<file path="src/rtl/core/rtpn_pkg.sv">
// Shared widths, codes and types of the ring termination node.
package rtpn_pkg;

  // Field and register widths.
  localparam int ID_W       = 6;
  localparam int RS_W       = 7;
  localparam int CNT_W      = 7;
  localparam int KIND_W     = 3;
  localparam int SKIND_W    = 3;
  localparam int MODE_W     = 2;
  localparam int STAT_W     = 2;
  localparam int PHASE_W    = 2;
  localparam int ELECT_W    = 7;
  localparam int ALU_W      = 8;
  localparam int BIT_W      = 3;
  localparam int CFG_IDX_W  = 1;
  localparam int CFG_DATA_W = 7;

  // Defaults and reset values.
  localparam int NODES_DEF = 16;
  localparam logic [RS_W-1:0] RS_RESET = 7'd16;
  localparam logic [BIT_W-1:0] BIT_TOP = BIT_W'(ID_W - 1);

  // Wave counter codes: done marker and saturation value.
  localparam logic [CNT_W-1:0] CNT_DONE = 7'd127;
  localparam logic [CNT_W-1:0] CNT_SAT  = 7'd126;

  // Register indexes of the configuration port.
  localparam logic [CFG_IDX_W-1:0] REG_OWN_NODE  = 1'b0;
  localparam logic [CFG_IDX_W-1:0] REG_RING_SIZE = 1'b1;

  // Input action codes.
  localparam logic ACT_START = 1'b0;

  // Received message kinds.
  localparam logic [KIND_W-1:0] MSG_REQUEST = 3'd0;
  localparam logic [KIND_W-1:0] MSG_FINAL   = 3'd1;
  localparam logic [KIND_W-1:0] MSG_ACK     = 3'd2;
  localparam logic [KIND_W-1:0] MSG_FIN     = 3'd3;

  // Outgoing message kinds.
  localparam logic [SKIND_W-1:0] SEND_NONE    = 3'd0;
  localparam logic [SKIND_W-1:0] SEND_REQUEST = 3'd1;
  localparam logic [SKIND_W-1:0] SEND_FINAL   = 3'd2;
  localparam logic [SKIND_W-1:0] SEND_ACK     = 3'd3;
  localparam logic [SKIND_W-1:0] SEND_FIN     = 3'd4;

  // Destination modes.
  localparam logic [MODE_W-1:0] DEST_NEXT  = 2'd0;
  localparam logic [MODE_W-1:0] DEST_NAMED = 2'd1;
  localparam logic [MODE_W-1:0] DEST_ALL   = 2'd2;

  // Run status codes.
  localparam logic [STAT_W-1:0] ST_OK         = 2'd0;
  localparam logic [STAT_W-1:0] ST_TERMINATED = 2'd1;
  localparam logic [STAT_W-1:0] ST_UNKNOWN    = 2'd2;
  localparam logic [STAT_W-1:0] ST_REJECTED   = 2'd3;

  // Protocol phases.
  localparam logic [PHASE_W-1:0] PH_IDLE = 2'd0;
  localparam logic [PHASE_W-1:0] PH_RUN  = 2'd1;
  localparam logic [PHASE_W-1:0] PH_TERM = 2'd2;

  // One outgoing message without its run status.
  typedef struct packed {
    logic [SKIND_W-1:0] send_kind;
    logic [MODE_W-1:0]  dest_mode;
    logic [ID_W-1:0]    dest_node;
    logic [ID_W-1:0]    send_agent;
  } send_item_t;

  localparam send_item_t ITEM_NONE = '{SEND_NONE, DEST_NEXT, '0, '0};

  // Requests from the sequencer to the output stage.
  typedef struct packed {
    logic              push;
    send_item_t        item;
    logic              finish;
    logic [STAT_W-1:0] status;
  } emit_ctl_t;

  // Room reported by the output stage.
  typedef struct packed {
    logic push_ok;
    logic finish_ok;
  } emit_rdy_t;

endpackage

</file>
<file path="src/rtl/core/rtpn_if.sv">
// Valid/ready channel interfaces for incoming items and outgoing results.
interface rtpn_msg_if;
  logic                          valid;
  logic                          ready;
  logic                          action;
  logic [rtpn_pkg::KIND_W-1:0]   msg_kind;
  logic [rtpn_pkg::ID_W-1:0]     msg_agent;

  modport source(output valid, action, msg_kind, msg_agent, input ready);
  modport sink(input valid, action, msg_kind, msg_agent, output ready);
endinterface

interface rtpn_res_if;
  logic                          valid;
  logic                          ready;
  logic [rtpn_pkg::SKIND_W-1:0]  send_kind;
  logic [rtpn_pkg::MODE_W-1:0]   dest_mode;
  logic [rtpn_pkg::ID_W-1:0]     dest_node;
  logic [rtpn_pkg::ID_W-1:0]     send_agent;
  logic [rtpn_pkg::STAT_W-1:0]   status;
  logic                          last;

  modport source(output valid, send_kind, dest_mode, dest_node, send_agent, status, last,
                 input ready);
  modport sink(input valid, send_kind, dest_mode, dest_node, send_agent, status, last,
               output ready);
endinterface

</file>
<file path="src/rtl/core/rtpn_emit.sv">
// Output stage: holds one pending message and the registered result transfer.
module rtpn_emit (
  input  logic                clk,
  input  logic                rst,
  input  rtpn_pkg::emit_ctl_t ctl,
  output rtpn_pkg::emit_rdy_t rdy,
  rtpn_res_if.source          result
);

  rtpn_pkg::send_item_t          pend;
  logic                          pend_valid;
  rtpn_pkg::send_item_t          out_item;
  logic [rtpn_pkg::STAT_W-1:0]   out_status;
  logic                          out_last;
  logic                          out_valid;
  logic                          out_free;

  // The output register can load when empty or when its transfer completes.
  assign out_free      = !out_valid || result.ready;
  assign rdy.push_ok   = !pend_valid || out_free;
  assign rdy.finish_ok = out_free;

  assign result.valid      = out_valid;
  assign result.send_kind  = out_item.send_kind;
  assign result.dest_mode  = out_item.dest_mode;
  assign result.dest_node  = out_item.dest_node;
  assign result.send_agent = out_item.send_agent;
  assign result.status     = out_status;
  assign result.last       = out_last;

  // A message waits in the pending slot until it is known whether another follows,
  // so that the final one of a run can carry the status and the last mark.
  always_ff @(posedge clk) begin
    if (rst) begin
      pend_valid <= 1'b0;
      out_valid  <= 1'b0;
    end else begin
      if (ctl.finish && out_free) begin
        out_valid  <= 1'b1;
        out_item   <= pend_valid ? pend : rtpn_pkg::ITEM_NONE;
        out_status <= ctl.status;
        out_last   <= 1'b1;
        pend_valid <= 1'b0;
      end else if (ctl.push && rdy.push_ok) begin
        pend       <= ctl.item;
        pend_valid <= 1'b1;
        if (pend_valid) begin
          out_valid  <= 1'b1;
          out_item   <= pend;
          out_status <= rtpn_pkg::ST_OK;
          out_last   <= 1'b0;
        end else if (result.ready) begin
          out_valid <= 1'b0;
        end
      end else if (result.ready) begin
        out_valid <= 1'b0;
      end
    end
  end

endmodule

</file>
<file path="src/rtl/core/ring_termination_protocol_node.sv">
// Top level of the ring termination node: sequencer, shared adder and state.
//
// One input item is taken at a time; msg.ready is high only while the sequencer is
// idle and reset is low. Every item passes through accept, decode and a closing
// flush step; a start command, a fin, an unknown kind or a request that is
// forwarded or dropped without a new initiator goes from decode straight to the
// flush. A request that elects a new initiator runs two 6-step remainder
// computations (own node and agent modulo the ring size) and the goal arithmetic,
// with one more addition when the ring distance wraps. A returning own request runs
// one remainder and then its run of n finals. A final or final-ack runs one remainder
// and three checks; the first two can each start a run of outgoing messages, so both
// waves can follow from one input. All arithmetic goes through one 8-bit
// adder/subtractor, and a stall on the result channel holds the sequencer. Results
// leave through a registered output with one pending slot, one transfer per cycle
// while the result channel is ready.
module ring_termination_protocol_node #(
  parameter int NODES = rtpn_pkg::NODES_DEF
) (
  input  logic                            clk,
  input  logic                            rst,
  input  logic                            cfg_write,
  input  logic [rtpn_pkg::CFG_IDX_W-1:0]  cfg_addr,
  input  logic [rtpn_pkg::CFG_DATA_W-1:0] cfg_data,
  rtpn_msg_if.sink                        msg,
  rtpn_res_if.source                      result
);

  localparam int ID_W    = rtpn_pkg::ID_W;
  localparam int RS_W    = rtpn_pkg::RS_W;
  localparam int CNT_W   = rtpn_pkg::CNT_W;
  localparam int ALU_W   = rtpn_pkg::ALU_W;
  localparam int BIT_W   = rtpn_pkg::BIT_W;
  localparam int ELECT_W = rtpn_pkg::ELECT_W;

  typedef enum logic [10:0] {
    S_IDLE      = 11'b000_0000_0001,
    S_DECODE    = 11'b000_0000_0010,
    S_MOD       = 11'b000_0000_0100,
    S_GOAL_A    = 11'b000_0000_1000,
    S_GOAL_B    = 11'b000_0001_0000,
    S_GOAL_C    = 11'b000_0010_0000,
    S_CHECK_F   = 11'b000_0100_0000,
    S_CHECK_A   = 11'b000_1000_0000,
    S_CHECK_FIN = 11'b001_0000_0000,
    S_SEND      = 11'b010_0000_0000,
    S_FLUSH     = 11'b100_0000_0000
  } state_t;

  // Configuration registers.
  logic [ID_W-1:0]  own_node;
  logic [RS_W-1:0]  ring_size;

  // Protocol state.
  logic [rtpn_pkg::PHASE_W-1:0] phase;
  logic                         started_here;
  logic [ELECT_W-1:0]           elected_agent;
  logic                         first_flag;
  logic                         last_flag;
  logic [CNT_W-1:0]             final_count;
  logic [ID_W-1:0]              final_goal;
  logic [CNT_W-1:0]             ack_count;
  logic [ID_W-1:0]              ack_goal;

  // Sequencer and working registers.
  state_t                       state;
  state_t                       mod_ret;
  state_t                       send_ret;
  logic                         act;
  logic [rtpn_pkg::KIND_W-1:0]  kind;
  logic [ID_W-1:0]              agent;
  logic [rtpn_pkg::STAT_W-1:0]  run_status;
  logic [ID_W-1:0]              rem;
  logic [BIT_W-1:0]             bit_idx;
  logic [ID_W-1:0]              mod_x;
  logic                         mod_is_ini;
  logic                         goals_pend;
  logic [ID_W-1:0]              me;
  logic [ID_W-1:0]              ini;
  logic [ALU_W-1:0]             tmp;
  logic [ID_W-1:0]              to;
  logic [ID_W-1:0]              left;
  logic                         send_up;
  logic [rtpn_pkg::SKIND_W-1:0] send_kind_r;

  // Shared adder/subtractor.
  logic [ALU_W-1:0]             alu_a;
  logic [ALU_W-1:0]             alu_b;
  logic                         alu_inv;
  logic                         alu_cin;
  logic [ALU_W:0]               alu_sum;
  logic [ALU_W-1:0]             alu_res;
  logic                         alu_carry;

  // Derived values.
  logic [RS_W-1:0]              rs;
  logic [ID_W:0]                shifted;
  logic [ID_W-1:0]              rem_new;
  logic [ID_W-1:0]              nxt;
  logic [CNT_W-1:0]             cnt_cur;
  logic [CNT_W-1:0]             bumped;
  logic                         drop_req;
  logic                         fin_now;

  rtpn_pkg::emit_ctl_t          emit_ctl;
  rtpn_pkg::emit_rdy_t          emit_rdy;

  // Effective ring size: zero counts as one, anything above NODES as NODES.
  always_comb begin
    if (ring_size == '0) begin
      rs = RS_W'(1);
    end else if (ring_size > RS_W'(NODES)) begin
      rs = RS_W'(NODES);
    end else begin
      rs = ring_size;
    end
  end

  assign msg.ready = !rst && (state == S_IDLE);

  // Restoring remainder step, one dividend bit per cycle.
  assign shifted = {rem, mod_x[bit_idx]};
  assign rem_new = alu_carry ? alu_res[ID_W-1:0] : shifted[ID_W-1:0];

  // Operand selection for the shared unit.
  always_comb begin
    alu_a   = '0;
    alu_b   = '0;
    alu_inv = 1'b0;
    alu_cin = 1'b0;
    case (state)
      S_DECODE: begin
        if (kind == rtpn_pkg::MSG_REQUEST) begin
          alu_a   = ALU_W'(rs);
          alu_inv = 1'b1;
        end else begin
          alu_a   = ALU_W'(cnt_cur);
          alu_cin = 1'b1;
        end
      end
      S_MOD: begin
        alu_a   = ALU_W'(shifted);
        alu_b   = ALU_W'(rs);
        alu_inv = 1'b1;
        alu_cin = 1'b1;
      end
      S_GOAL_A: begin
        alu_a   = ALU_W'(me);
        alu_b   = ALU_W'(ini);
        alu_inv = 1'b1;
        alu_cin = 1'b1;
      end
      S_GOAL_B: begin
        alu_a = tmp;
        alu_b = ALU_W'(rs);
      end
      S_GOAL_C: begin
        alu_a   = ALU_W'(rs);
        alu_b   = ALU_W'(final_goal);
        alu_inv = 1'b1;
      end
      S_SEND: begin
        if (send_up) begin
          alu_a   = ALU_W'(to);
          alu_cin = 1'b1;
        end else begin
          alu_a   = (to == '0) ? ALU_W'(rs) : ALU_W'(to);
          alu_inv = 1'b1;
        end
      end
      default: begin
      end
    endcase
  end

  assign alu_sum   = {1'b0, alu_a} + {1'b0, (alu_inv ? ~alu_b : alu_b)}
                   + {{ALU_W{1'b0}}, alu_cin};
  assign alu_res   = alu_sum[ALU_W-1:0];
  assign alu_carry = alu_sum[ALU_W];

  // Next destination around the ring, wrapping at the ring size.
  always_comb begin
    if (send_up && (alu_res[RS_W-1:0] == rs)) begin
      nxt = '0;
    end else begin
      nxt = alu_res[ID_W-1:0];
    end
  end

  // Wave counter bump: done restarts at zero, otherwise count up and saturate.
  assign cnt_cur = (kind == rtpn_pkg::MSG_FINAL) ? final_count : ack_count;
  always_comb begin
    if (cnt_cur == rtpn_pkg::CNT_DONE) begin
      bumped = '0;
    end else if (cnt_cur < rtpn_pkg::CNT_SAT) begin
      bumped = alu_res[CNT_W-1:0];
    end else begin
      bumped = rtpn_pkg::CNT_SAT;
    end
  end

  assign drop_req = started_here && (agent > own_node);
  assign fin_now  = (ack_count == rtpn_pkg::CNT_DONE) &&
                    (final_count == rtpn_pkg::CNT_DONE) && first_flag;

  // Messages and run completion handed to the output stage.
  always_comb begin
    emit_ctl        = '0;
    emit_ctl.status = run_status;
    case (state)
      S_DECODE: begin
        if (act == rtpn_pkg::ACT_START) begin
          if (phase == rtpn_pkg::PH_IDLE) begin
            emit_ctl.push = 1'b1;
            emit_ctl.item = '{rtpn_pkg::SEND_REQUEST, rtpn_pkg::DEST_NEXT, '0, own_node};
          end
        end else if ((kind == rtpn_pkg::MSG_REQUEST) && (agent != own_node) && !drop_req)
        begin
          emit_ctl.push = 1'b1;
          emit_ctl.item = '{rtpn_pkg::SEND_REQUEST, rtpn_pkg::DEST_NEXT, '0, agent};
        end
      end
      S_SEND: begin
        if (left != '0) begin
          emit_ctl.push = 1'b1;
          emit_ctl.item = '{send_kind_r, rtpn_pkg::DEST_NAMED, nxt, '0};
        end
      end
      S_CHECK_FIN: begin
        if (fin_now) begin
          emit_ctl.push = 1'b1;
          emit_ctl.item = '{rtpn_pkg::SEND_FIN, rtpn_pkg::DEST_ALL, '0, '0};
        end
      end
      S_FLUSH: begin
        emit_ctl.finish = 1'b1;
      end
      default: begin
      end
    endcase
  end

  // Sequencer, protocol state and configuration writes.
  always_ff @(posedge clk) begin
    if (rst) begin
      state         <= S_IDLE;
      own_node      <= '0;
      ring_size     <= rtpn_pkg::RS_RESET;
      phase         <= rtpn_pkg::PH_IDLE;
      started_here  <= 1'b0;
      elected_agent <= ELECT_W'(NODES);
      first_flag    <= 1'b0;
      last_flag     <= 1'b0;
      final_count   <= '0;
      final_goal    <= '0;
      ack_count     <= '0;
      ack_goal      <= '0;
    end else begin
      if (cfg_write) begin
        case (cfg_addr)
          rtpn_pkg::REG_OWN_NODE:  own_node  <= cfg_data[ID_W-1:0];
          rtpn_pkg::REG_RING_SIZE: ring_size <= cfg_data[RS_W-1:0];
          default: begin
          end
        endcase
      end

      case (state)
        S_IDLE: begin
          if (msg.valid) begin
            act        <= msg.action;
            kind       <= msg.msg_kind;
            agent      <= msg.msg_agent;
            run_status <= rtpn_pkg::ST_OK;
            state      <= S_DECODE;
          end
        end

        // The pending slot is always empty here, so a push is always taken.
        S_DECODE: begin
          rem        <= '0;
          bit_idx    <= rtpn_pkg::BIT_TOP;
          mod_x      <= own_node;
          mod_is_ini <= 1'b0;
          goals_pend <= 1'b0;
          if (act == rtpn_pkg::ACT_START) begin
            if (phase != rtpn_pkg::PH_IDLE) begin
              run_status <= rtpn_pkg::ST_REJECTED;
            end else begin
              phase        <= rtpn_pkg::PH_RUN;
              started_here <= 1'b1;
            end
            state <= S_FLUSH;
          end else begin
            case (kind)
              rtpn_pkg::MSG_REQUEST: begin
                phase <= rtpn_pkg::PH_RUN;
                if (agent == own_node) begin
                  // Own request came back: this node starts the final wave.
                  elected_agent <= ELECT_W'(agent);
                  first_flag    <= 1'b1;
                  last_flag     <= 1'b0;
                  final_count   <= '0;
                  ack_count     <= '0;
                  final_goal    <= '0;
                  ack_goal      <= alu_res[ID_W-1:0];
                  left          <= alu_res[ID_W-1:0];
                  send_up       <= 1'b1;
                  send_kind_r   <= rtpn_pkg::SEND_FINAL;
                  send_ret      <= S_FLUSH;
                  mod_ret       <= S_SEND;
                  state         <= S_MOD;
                end else if (drop_req) begin
                  state <= S_FLUSH;
                end else if (ELECT_W'(agent) < elected_agent) begin
                  // New lowest initiator: recompute ring goals.
                  elected_agent <= ELECT_W'(agent);
                  first_flag    <= 1'b0;
                  final_count   <= '0;
                  ack_count     <= '0;
                  goals_pend    <= 1'b1;
                  state         <= S_MOD;
                end else begin
                  state <= S_FLUSH;
                end
              end
              rtpn_pkg::MSG_FINAL: begin
                final_count <= bumped;
                mod_ret     <= S_CHECK_F;
                state       <= S_MOD;
              end
              rtpn_pkg::MSG_ACK: begin
                ack_count <= bumped;
                mod_ret   <= S_CHECK_F;
                state     <= S_MOD;
              end
              rtpn_pkg::MSG_FIN: begin
                phase      <= rtpn_pkg::PH_TERM;
                run_status <= rtpn_pkg::ST_TERMINATED;
                state      <= S_FLUSH;
              end
              default: begin
                run_status <= rtpn_pkg::ST_UNKNOWN;
                state      <= S_FLUSH;
              end
            endcase
          end
        end

        // Remainder of own node, and then of the agent when goals are due.
        S_MOD: begin
          rem <= rem_new;
          if (bit_idx != '0) begin
            bit_idx <= bit_idx - BIT_W'(1);
          end else if (!mod_is_ini) begin
            me <= rem_new;
            to <= rem_new;
            if (goals_pend) begin
              mod_is_ini <= 1'b1;
              rem        <= '0;
              bit_idx    <= rtpn_pkg::BIT_TOP;
              mod_x      <= agent;
            end else begin
              state <= mod_ret;
            end
          end else begin
            ini   <= rem_new;
            state <= S_GOAL_A;
          end
        end

        // Final goal is the ring distance from the initiator to this node.
        S_GOAL_A: begin
          if (alu_carry) begin
            final_goal <= alu_res[ID_W-1:0];
            state      <= S_GOAL_C;
          end else begin
            tmp   <= alu_res;
            state <= S_GOAL_B;
          end
        end

        S_GOAL_B: begin
          final_goal <= alu_res[ID_W-1:0];
          state      <= S_GOAL_C;
        end

        S_GOAL_C: begin
          ack_goal  <= alu_res[ID_W-1:0];
          last_flag <= (alu_res[ID_W-1:0] == '0);
          state     <= S_FLUSH;
        end

        // Final wave complete: pass finals on, or turn acks back at the last node.
        S_CHECK_F: begin
          state <= S_CHECK_A;
          if (final_count == CNT_W'(final_goal)) begin
            final_count <= rtpn_pkg::CNT_DONE;
            if (last_flag) begin
              left        <= final_goal;
              send_up     <= 1'b0;
              send_kind_r <= rtpn_pkg::SEND_ACK;
              to          <= me;
              send_ret    <= S_CHECK_A;
              state       <= S_SEND;
            end else if (!first_flag) begin
              left        <= ack_goal;
              send_up     <= 1'b1;
              send_kind_r <= rtpn_pkg::SEND_FINAL;
              to          <= me;
              send_ret    <= S_CHECK_A;
              state       <= S_SEND;
            end
          end
        end

        // Ack wave complete: inner nodes send acks back toward the initiator.
        S_CHECK_A: begin
          state <= S_CHECK_FIN;
          if (ack_count == CNT_W'(ack_goal)) begin
            ack_count <= rtpn_pkg::CNT_DONE;
            if (!first_flag && !last_flag) begin
              left        <= final_goal;
              send_up     <= 1'b0;
              send_kind_r <= rtpn_pkg::SEND_ACK;
              to          <= me;
              send_ret    <= S_CHECK_FIN;
              state       <= S_SEND;
            end
          end
        end

        // Both waves done at the initiator: broadcast fin and terminate.
        S_CHECK_FIN: begin
          if (fin_now) begin
            if (emit_rdy.push_ok) begin
              phase      <= rtpn_pkg::PH_TERM;
              run_status <= rtpn_pkg::ST_TERMINATED;
              state      <= S_FLUSH;
            end
          end else begin
            state <= S_FLUSH;
          end
        end

        // One message per cycle, while the output stage has room, to successive nodes around the ring.
        S_SEND: begin
          if (left == '0) begin
            state <= send_ret;
          end else if (emit_rdy.push_ok) begin
            to   <= nxt;
            left <= left - ID_W'(1);
          end
        end

        S_FLUSH: begin
          if (emit_rdy.finish_ok) begin
            state <= S_IDLE;
          end
        end

        default: begin
          state <= S_IDLE;
        end
      endcase
    end
  end

  rtpn_emit u_emit (
    .clk    (clk),
    .rst    (rst),
    .ctl    (emit_ctl),
    .rdy    (emit_rdy),
    .result (result)
  );

endmodule
</file>
<file path="src/flat_wrapper.sv">
// flat-port wrapper written by rule: the top's interface ports become plain ports
module ring_termination_protocol_node_flat 
#(
  parameter int NODES = rtpn_pkg::NODES_DEF
)
  (clk, rst, cfg_write, cfg_addr, cfg_data, msg_valid, msg_action, msg_msg_kind, msg_msg_agent, msg_ready, result_valid, result_send_kind, result_dest_mode, result_dest_node, result_send_agent, result_status, result_last, result_ready);
  rtpn_msg_if msg_i ();
  rtpn_res_if result_i ();
  input  logic clk;
  input  logic rst;
  input  logic cfg_write;
  input  logic [rtpn_pkg::CFG_IDX_W-1:0] cfg_addr;
  input  logic [rtpn_pkg::CFG_DATA_W-1:0] cfg_data;
  input wire logic [$bits(msg_i.valid)-1:0] msg_valid;
  input wire logic [$bits(msg_i.action)-1:0] msg_action;
  input wire logic [$bits(msg_i.msg_kind)-1:0] msg_msg_kind;
  input wire logic [$bits(msg_i.msg_agent)-1:0] msg_msg_agent;
  output wire logic [$bits(msg_i.ready)-1:0] msg_ready;
  output wire logic [$bits(result_i.valid)-1:0] result_valid;
  output wire logic [$bits(result_i.send_kind)-1:0] result_send_kind;
  output wire logic [$bits(result_i.dest_mode)-1:0] result_dest_mode;
  output wire logic [$bits(result_i.dest_node)-1:0] result_dest_node;
  output wire logic [$bits(result_i.send_agent)-1:0] result_send_agent;
  output wire logic [$bits(result_i.status)-1:0] result_status;
  output wire logic [$bits(result_i.last)-1:0] result_last;
  input wire logic [$bits(result_i.ready)-1:0] result_ready;
  assign msg_i.valid = msg_valid;
  assign msg_i.action = msg_action;
  assign msg_i.msg_kind = msg_msg_kind;
  assign msg_i.msg_agent = msg_msg_agent;
  assign msg_ready = msg_i.ready;
  assign result_valid = result_i.valid;
  assign result_send_kind = result_i.send_kind;
  assign result_dest_mode = result_i.dest_mode;
  assign result_dest_node = result_i.dest_node;
  assign result_send_agent = result_i.send_agent;
  assign result_status = result_i.status;
  assign result_last = result_i.last;
  assign result_i.ready = result_ready;
  ring_termination_protocol_node #(.NODES(NODES)) u_core (.clk(clk), .rst(rst), .cfg_write(cfg_write), .cfg_addr(cfg_addr), .cfg_data(cfg_data), .msg(msg_i), .result(result_i));
endmodule
</file>
<file path="config.mk">
export PLATFORM = sky130hd
export DESIGN_NAME = ring_termination_protocol_node_flat
export DESIGN_NICKNAME = d
export VERILOG_FILES = /design/src/rtl/core/rtpn_pkg.sv /design/src/rtl/core/rtpn_if.sv /design/src/rtl/core/rtpn_emit.sv /design/src/rtl/core/ring_termination_protocol_node.sv /design/src/flat_wrapper.sv
export SDC_FILE = /design/constraint.sdc
export NUM_CORES = 1
export LEC_CHECK = 0
export ABC_AREA = 1
export BUFFER_PORTS_ARGS = -buffer_cell sky130_fd_sc_hd__buf_2
export CORE_UTILIZATION = 50
export DETAILED_ROUTE_END_ITERATION = 10
export PLACE_DENSITY = 0.7
export SYNTH_ARGS = -nofsm -noshare
export SYNTH_HDL_FRONTEND = slang
export SYNTH_SLANG_ARGS = --single-unit
</file>
<file path="constraint.sdc">
create_clock -name clk -period 3.5 [get_ports clk]
set_input_delay 0.525 -clock clk [delete_from_list [all_inputs] [get_ports clk]]
set_output_delay 0.525 -clock clk [all_outputs]
set_load 0.02 [all_outputs]
</file>
==> run metrics, run 1 <==
nets=1345; grt ovf=0; post-DP HPWL=21080 microns; Die W=137.6 microns; r2r setup slk=-100 ps; CP arrival=3780 ps; Cell Count, Final, Fillers Out=1540; Crit path required time=~3700 ps; CORE AREA=17960 sq um; Post-synth EDFFs=101; Hold EP=u_core.agent[4]; Yosys top cell by area=edfxtp_1; worst setup margin=-104.1 ps; fmax=0.2775 GHz; post-synthesis mux area share=0%; hold slack=262.9 ps; Storage cell area=4303 sq um; CTS Buf Count=17; Comb pwr share=12.5%; antenna-violating nets left=0; cells along the critical path=buf_4 -> inv_1 -> nand2_1 -> nor2_1 -> inv_1 -> buf_4 -> a31oi_2 -> o2111ai_2 -> fa_2 -> inv_2 -> fa_2 -> nand4_1 -> nand2_1 -> nor2_1 -> nand4_1 -> nor2_1 -> nand4_1 -> nand3_1 -> nor2_1; status=finished, violations left; largest net degree at the start of global routing=30; hold crit path type=in2reg; Synth Area in Adders=3.429%; crit-path max FO=5; Hold Startpoint=msg_msg_agent[4]; number of global-route vias before repair=7787; # H-tree levels=4; Final GP Congestion=0.9359; XOR/XNOR share of the synthesized area=1.783%; main combinational cell family by area after synthesis=simple AND/OR/NAND/NOR gates; final wirelength=27510 microns; CP Class=reg2reg; PwrDens=about 420 nW/um^2; initial antenna violation count=0; WL/cell=~18 microns; first-pass GRT wire length=around 42000 microns; max_cap viols=0; Post-Syn Instances=1141; Initial Util=51.19%; worst hold path depth=1; Slew HR=between 30% and 40%; DRT iter0 DRCs=875; dominant cells by area after synthesis=edfxtp_1 (33%), dfxtp_1 (14%), nand2_1 (9.0%); input/output buffers=44; CTS root buf=clkbuf_16; clk slew on worst S/H paths=70 ps; area grow syn2layout=23.05%; final hold violation count=0; Warnings, synthesis=0; Pint=about 3.4 mW; r2r endpoint=u_core.u_emit.pend[9]; diodes inserted=0; Avg Inst Size Synth=8.059 sq um; part of the Yosys area used for sequential elements=around 47%; Synth top area share=32.98%; Synth Area in Compound Gates=11.53%; die footprint=18940 sq um; hold buffers post-CTS=0; Chip Height=137.6 microns; CTS Buffer Depth=2; Clock Latency Late Sink=about 430 ps; GRT Total Usage=30.25%; ys flop type=edfxtp_1; Cell Rows=slightly below 50; drt pass-1 iters=6; Max Slew Vio Count=0; violations in the final reports=setup timing; CTS Sinks=approximately 160; Setup crit start kind=register; via count=8482; Synthesized Nets=1188; clock power share=41.6%; FF+latch count, synth=164; Worst R2R Start=u_core.kind[2]; Final Setup Violations=10; measured slew at the worst slew-check pin=921.7 ps; placed insts=1491; post-synthesis simple-gate area fraction=27.39%; # fillers=around 1500; CTS tree=done; most frequent CP cell=nor2_1; RSZ-0062 raised after global routing=yes; sw frac=27.14%; Multi-input gate area=4295 sq um; Synth Cell Area=9195 sq um; minimum clock period=3604 ps; Seq pwr share=between 40% and 50%; Residual DRC=0; IO Count=45; clk_skew=12.73 ps; leakage=~5.2 nW; fraction of layout cells with a size suffix above 1=23.95%; period utilization=103.0%; CP max stage cell=fa_2; vias per inst=~5.5; Switch Pwr=~1.3 mW; element type at the critical path end=register; synth unique cells=51; R2R cell count=19; asr flop ratio synth=0%; Max stage delay on crit path=approximately 480 ps; VDD IR max=0.3555 mV
==> how the worst max path moves through the flow <==
| stage | from | endpoint | slack [ps] | depth (start not counted) |
|---|---|---|---|---|
| after global placement | u_core.kind[2] | u_core.u_emit.pend[7] | -210 | 18 |
| after detailed placement | u_core.kind[2] | u_core.u_emit.pend[7] | -230 | 18 |
| after CTS | u_core.state[8] | u_core.u_emit.pend[7] | -40 | 22 |
| final | u_core.kind[2] | u_core.u_emit.pend[9] | -100 | 19 |
| after global routing | u_core.state[4] | u_core.u_emit.pend[6] | -380 | 22 |
| after floorplan | u_core.state[4] | u_core.to[2] | 60 | 23 |
==> sequential cells by signal (all words and copies together) (netlist names), 7 cells and up <==
register,flops
u_core.ring_size,7
u_core.final_count,7
u_core.u_emit.pend,15
u_core.state,11
u_core.ack_count,7
u_core.tmp,8
==> layout make-up <==
cell class | instances | share of cell area (%)
well taps | 229 | 2.532
inverters | 172 | 5.772
multi-input cells | 777 | 37.96
clock inverters | 13 | 1.404
repair buffers | 166 | 10.28
clock buffers | 19 | 4.014
flip-flops and latches | 164 | 38.03
==> critical path, delay by kind of cell (launching register included) <==
| kind | cells | cell delay (ps) |
|---|---|---|
| buffers and inverters | 5 | 560 |
| DFF | 1 | 430 |
| adders and majority gates | 2 | 860 |
| AOI/OAI and AO/OA | 2 | 360 |
| and+or+nand+nor | 10 | 1120 |
==> placed cells by master (no fill, tap or decap), drive strengths merged, types with 4 or more instances in the layout <==
cell type and count:
buf 166, a21oi 59, xnor2 10, nand2 240
edfxtp 101, o211ai 8, a221oi 4, o22ai 7
dfxtp 63, o2111ai 4, a31oi 6, inv 178
ha 22, nor2 186, nand3b 4, clkinv 4
o21ai 86, xor2 7, nand4 14, nor3 20
clkbuf 19, nand3 78
==> metrics by stage <==
step           setup TNS [ps]  total power [mW]  util [%]  worst slack (ps)  area (sq um)
2_1_floorplan               0             2.559         -             60.66          9198
3_3_place_gp            -2196             2.750     57.42            -210.2         10310
3_5_place_dp            -2575             2.759     57.42            -231.2         10310
4_1_cts                -113.1             4.696     61.36            -41.30         11020
5_1_grt                 -2801             4.872     62.99            -383.5         11310
6_report               -600.3             4.722     62.99            -104.1         11310
==> cell families (layout without fill, tap and decap cells) <==
logic type | Yosys count | in the layout
AOI/OAI and AO/OA | 187 | 187
xor gates and xnor gates | 17 | 17
adders and majority gates | 24 | 24
buffers and inverters | 201 | 370
DFF | 164 | 164
and+or+nand+nor | 548 | 549
==> metal layers <==
metal / vias to the layer above / routed length [microns] / track usage, %
li1: 4072 / - / -
met1: 3989 / 12350 / 42.83
met2: 364 / 12350 / 47.18
met3: 57 / 2213 / 5.004
met4: 0 / 597 / 9.096
met5: - / 0 / 0
==> what timing repair did <==
action,in CTS,in global routing
cloned,0,1
buffers inserted,6,10
hold endpoints to repair,0,0
setup endpoints to repair,39,55
pin swaps,11,19
gates resized for setup,18,64
==> cells in the mapped netlist (8+ instances only) <==
cell type  number
inv_1         157
nand2_2        15
xnor2_1        10
o21ai_0        75
edfxtp_1      101
o21ai_1         9
a21oi_1        59
nand4_1        13
nor2_4         10
buf_2           8
nor3_1         18
nand3_1        69
nand2_1       221
inv_2          13
dfxtp_1        63
buf_6           8
nor2_1        166
ha_1           22
==> power groups by stage <==
stage	combinational (mW)	clock, mW	sequential [mW]
floorplan	0.371	0	2.19
global placement	0.547	0	2.20
detailed placement	0.554	0	2.20
CTS	0.560	1.97	2.16
global route	0.654	2.05	2.17
finish	0.591	1.96	2.17
Power figures use the tool's default switching activity.
==> run 2: changes to the inputs <==
CORE_UTILIZATION = 39   (was 50)
PLACE_DENSITY = default   (was 0.7)
SYNTH_HIERARCHICAL = 1   (was default)
==> run metrics, run 2 <==
status=finished clean; Residual DRC=0 (unchanged); DRT iter0 DRCs=728 (-17%); die footprint=24760 sq um (+31%); critical path launch point=u_core/state[9]; area grow syn2layout=24.12%; CP arrival=3610 ps (-170 ps); Max Slew Vio Count=0 (unchanged); top post-synthesis cells by count=nand2_1 (256), nor2_1 (169), inv_1 (158); CTS Sinks=168 (+2.4%); final hold violation count=0 (unchanged); most common cell after layout, fill and taps aside=nand2_1; CORE AREA=23540 sq um (+31%); Initial Util=39.98% (-11 points); CTS Buffer Depth=2 (unchanged); RSZ-0062 raised after global routing=yes; Hold Startpoint=msg_msg_agent[4]; minimum clock period=3416 ps (-187.8 ps); PwrDens=439.0 nW/um^2 (+5.2%); hold buffers post-CTS=0 (unchanged); dominant cells by area after synthesis=edfxtp_1 (34%), dfxtp_1 (13%), nand2_1 (10%); nets=1372 (+2.0%); Yosys top cell by area=edfxtp_1; final non-filler cell area=11680 sq um (+3.2%); Synth Cell Area=9412 sq um (+2.4%); final wirelength=28050 microns (+2.0%); vias per inst=5.101 (-7.4%); main combinational cell family by area after synthesis=simple AND/OR/NAND/NOR gates; Largest regs=u_core/u_emit/pend: 17 flops, u_core/state: 11 flops, u_core/tmp: 8 flops; Cell Rows=56 (+14%); post-synthesis simple-gate area fraction=29.43% (+2.0 points); GRT Total Usage=23.59% (-6.7 points); VDD IR max=0.2986 mV (-16%); most frequent cells in the layout=nand2_1 (245), nor2_1 (161), inv_1 (149); hold crit path type=in2reg; crit-path max FO=5 (unchanged); Chip Height=157.3 microns (+14%); fmax=0.2927 GHz (+5.5%); max_cap viols=0 (unchanged); post-synthesis mux area share=0% (unchanged); initial antenna violation count=1 (+1); FF+latch count, synth=168 (+2.4%); # H-tree levels=4 (unchanged); first-pass GRT wire length=43500 microns (+3.3%); Post-DP Area=10720 sq um (+3.9%); grt ovf=0 (unchanged); Avg Inst Size Synth=8.072 sq um (+0.16%); element type at the critical path end=register; Synthesized Nets=1213 (+2.1%); Synth Area in Adders=3.350% (-0.079 points); Warnings, synthesis=6 (+6); Fin Setup TNS=0 ps (+600.3 ps); Worst R2R Start=u_core/state[9]; # fillers=2273 (+48%); CTS Buf Count=17 (unchanged); CP Class=reg2reg; XOR/XNOR share of the synthesized area=1.489% (-0.29 points); Final GP Congestion=0.9525 (+1.8%); period utilization=97.61% (-5.4 points); Slew HR=46.59% (+8.6 points); part of the Yosys area used for sequential elements=46.90% (+0.20 points); Post-Syn Instances=1166 (+2.2%); Synth Area in Compound Gates=10.42% (-1.1 points); clk_skew=12.69 ps (-0.04110 ps); number of global-route vias before repair=7827 (+0.51%); leakage=5.248 nW (+0.87%); Setup crit start kind=register; drt pass-1 iters=5 (-1); Die W=157.3 microns (+14%); via count=8457 (-0.29%); count leader, synth=nand2_1; synth unique cells=54 (+5.9%); hold slack=264.0 ps (+1.063 ps); Clock Latency Late Sink=440 ps (about the same); ys flop type=edfxtp_1; asr flop ratio synth=0% (unchanged); CTS root buf=clkbuf_16; Crit path required time=3700 ps (+20 ps); fraction of layout cells with a size suffix above 1=24.14% (+0.19 points); WL/cell=16.92 microns (-5.3%); Synth top area share=33.50% (+0.52 points); clk slew on worst S/H paths=70 ps (about the same); max FFs per register=17 (+2); IO Count=45 (unchanged); measured slew at the worst slew-check pin=798.2 ps (-123.5 ps); CTS tree=done; antenna-violating nets left=0 (unchanged); Post-synth EDFFs=105 (+4.0%); input/output buffers=44 (unchanged); post-DP HPWL=21900 microns (+3.9%); Final Setup Violations=0 (-10); Reg with most FFs=u_core/u_emit/pend; largest net degree at the start of global routing=51 (+70%)
-- run 2: cell count changes in the layout (fill, tap and decap cells not counted), moves of 4 or more --
cell      change
dfxtp_1       +5
buf_4         -7
inv_2         +7
xor2_1        +6
nand2_1      +33
inv_1         -5
edfxtp_1      +4
dfxtp_2       -5
o21ai_1      -11
nor3_1        -5
xnor2_1       -6
nand2_4       +4
-- run 2: critical path: stages, from the launching register on --
cell and delay (ps):
dfxtp_1 360, inv_2 70, nand3_4 140, inv_2 70, nand2_4 110, nor2_4 60, nor2_2 160, o21ai_2 90
nor2_4 130, xor2_2 180, fa_2 270, inv_2 50, fa_2 400, inv_2 70, nand3_2 80, nand2_2 70
nand4_1 190, nand2_2 190, buf_6 130, inv_2 40, nand2_2 60, nand2_2 80, a21oi_2 130, nand2_1 60
-- run 2: worst paths after layout --
kind                                           endpoint  slack (ps)  depth (start not counted)
worst min-delay path                    u_core/agent[4]         260                          1
worst min register to register  u_core/elected_agent[0]         460                          2
worst max-delay path                       u_core/to[0]          80                         23
worst max register to register             u_core/to[0]          80                         23
-- run 2: power breakdown --
group          switching [mW]  internal (mW)
clock                   0.880           1.16
sequential             0.0695           2.19
combinational           0.524          0.309
-- run 2: per-layer routing --
| layer | wire, microns | global-route usage, % | part of all wire, % |
|---|---|---|---|
| met3 | 1974 | 3.552 | 7.0 |
| met1 | 12880 | 33.16 | 46 |
| met2 | 12530 | 36.92 | 45 |
| met4 | 665 | 7.813 | 2.4 |
| met5 | 0 | 0 | 0 |
-- run 2: cell type report --
class | instances | area (sq um) | area share, %
multi-input cells | 803 | 4423 | 37.86
repair buffers | 161 | 1147 | 9.822
flip-flops and latches | 168 | 4417 | 37.81
clock buffers | 17 | 425.4 | 3.642
diodes | 1 | 2.502 | 0.02142
clock inverters | 15 | 202.7 | 1.735
inverters | 174 | 664.4 | 5.688
well taps | 319 | 399.1 | 3.417
-- run 2: kinds of logic after synthesis --
kind of cell	count (synthesis)
flops	168
xor+xnor	16
fa+ha+maj	24
simple gates	588
compound gates	174
buf+inv	196
-- run 2: timing repair --
| item | in CTS | in global routing |
|---|---|---|
| cloned | 1 | 0 |
| resized for setup | 9 | 62 |
| setup endpoints to repair | 17 | 48 |
| setup buffers | 0 | 14 |
| hold endpoints to repair | 0 | 0 |
| pin swaps | 2 | 25 |
-- run 2: per-stage QoR --
stage / instances / setup WS, ps / power (mW) / utilization (%)
after floorplan: 1166 / 115.5 / 2.785 / -
after global placement: 1610 / -56.98 / 3.083 / 45.51
after detailed placement: 1610 / -122.6 / 3.090 / 45.51
after CTS: 1643 / 12.07 / 5.124 / 48.35
after global routing: 1657 / -83.15 / 5.313 / 49.61
final: 1658 / 83.63 / 5.128 / 49.62
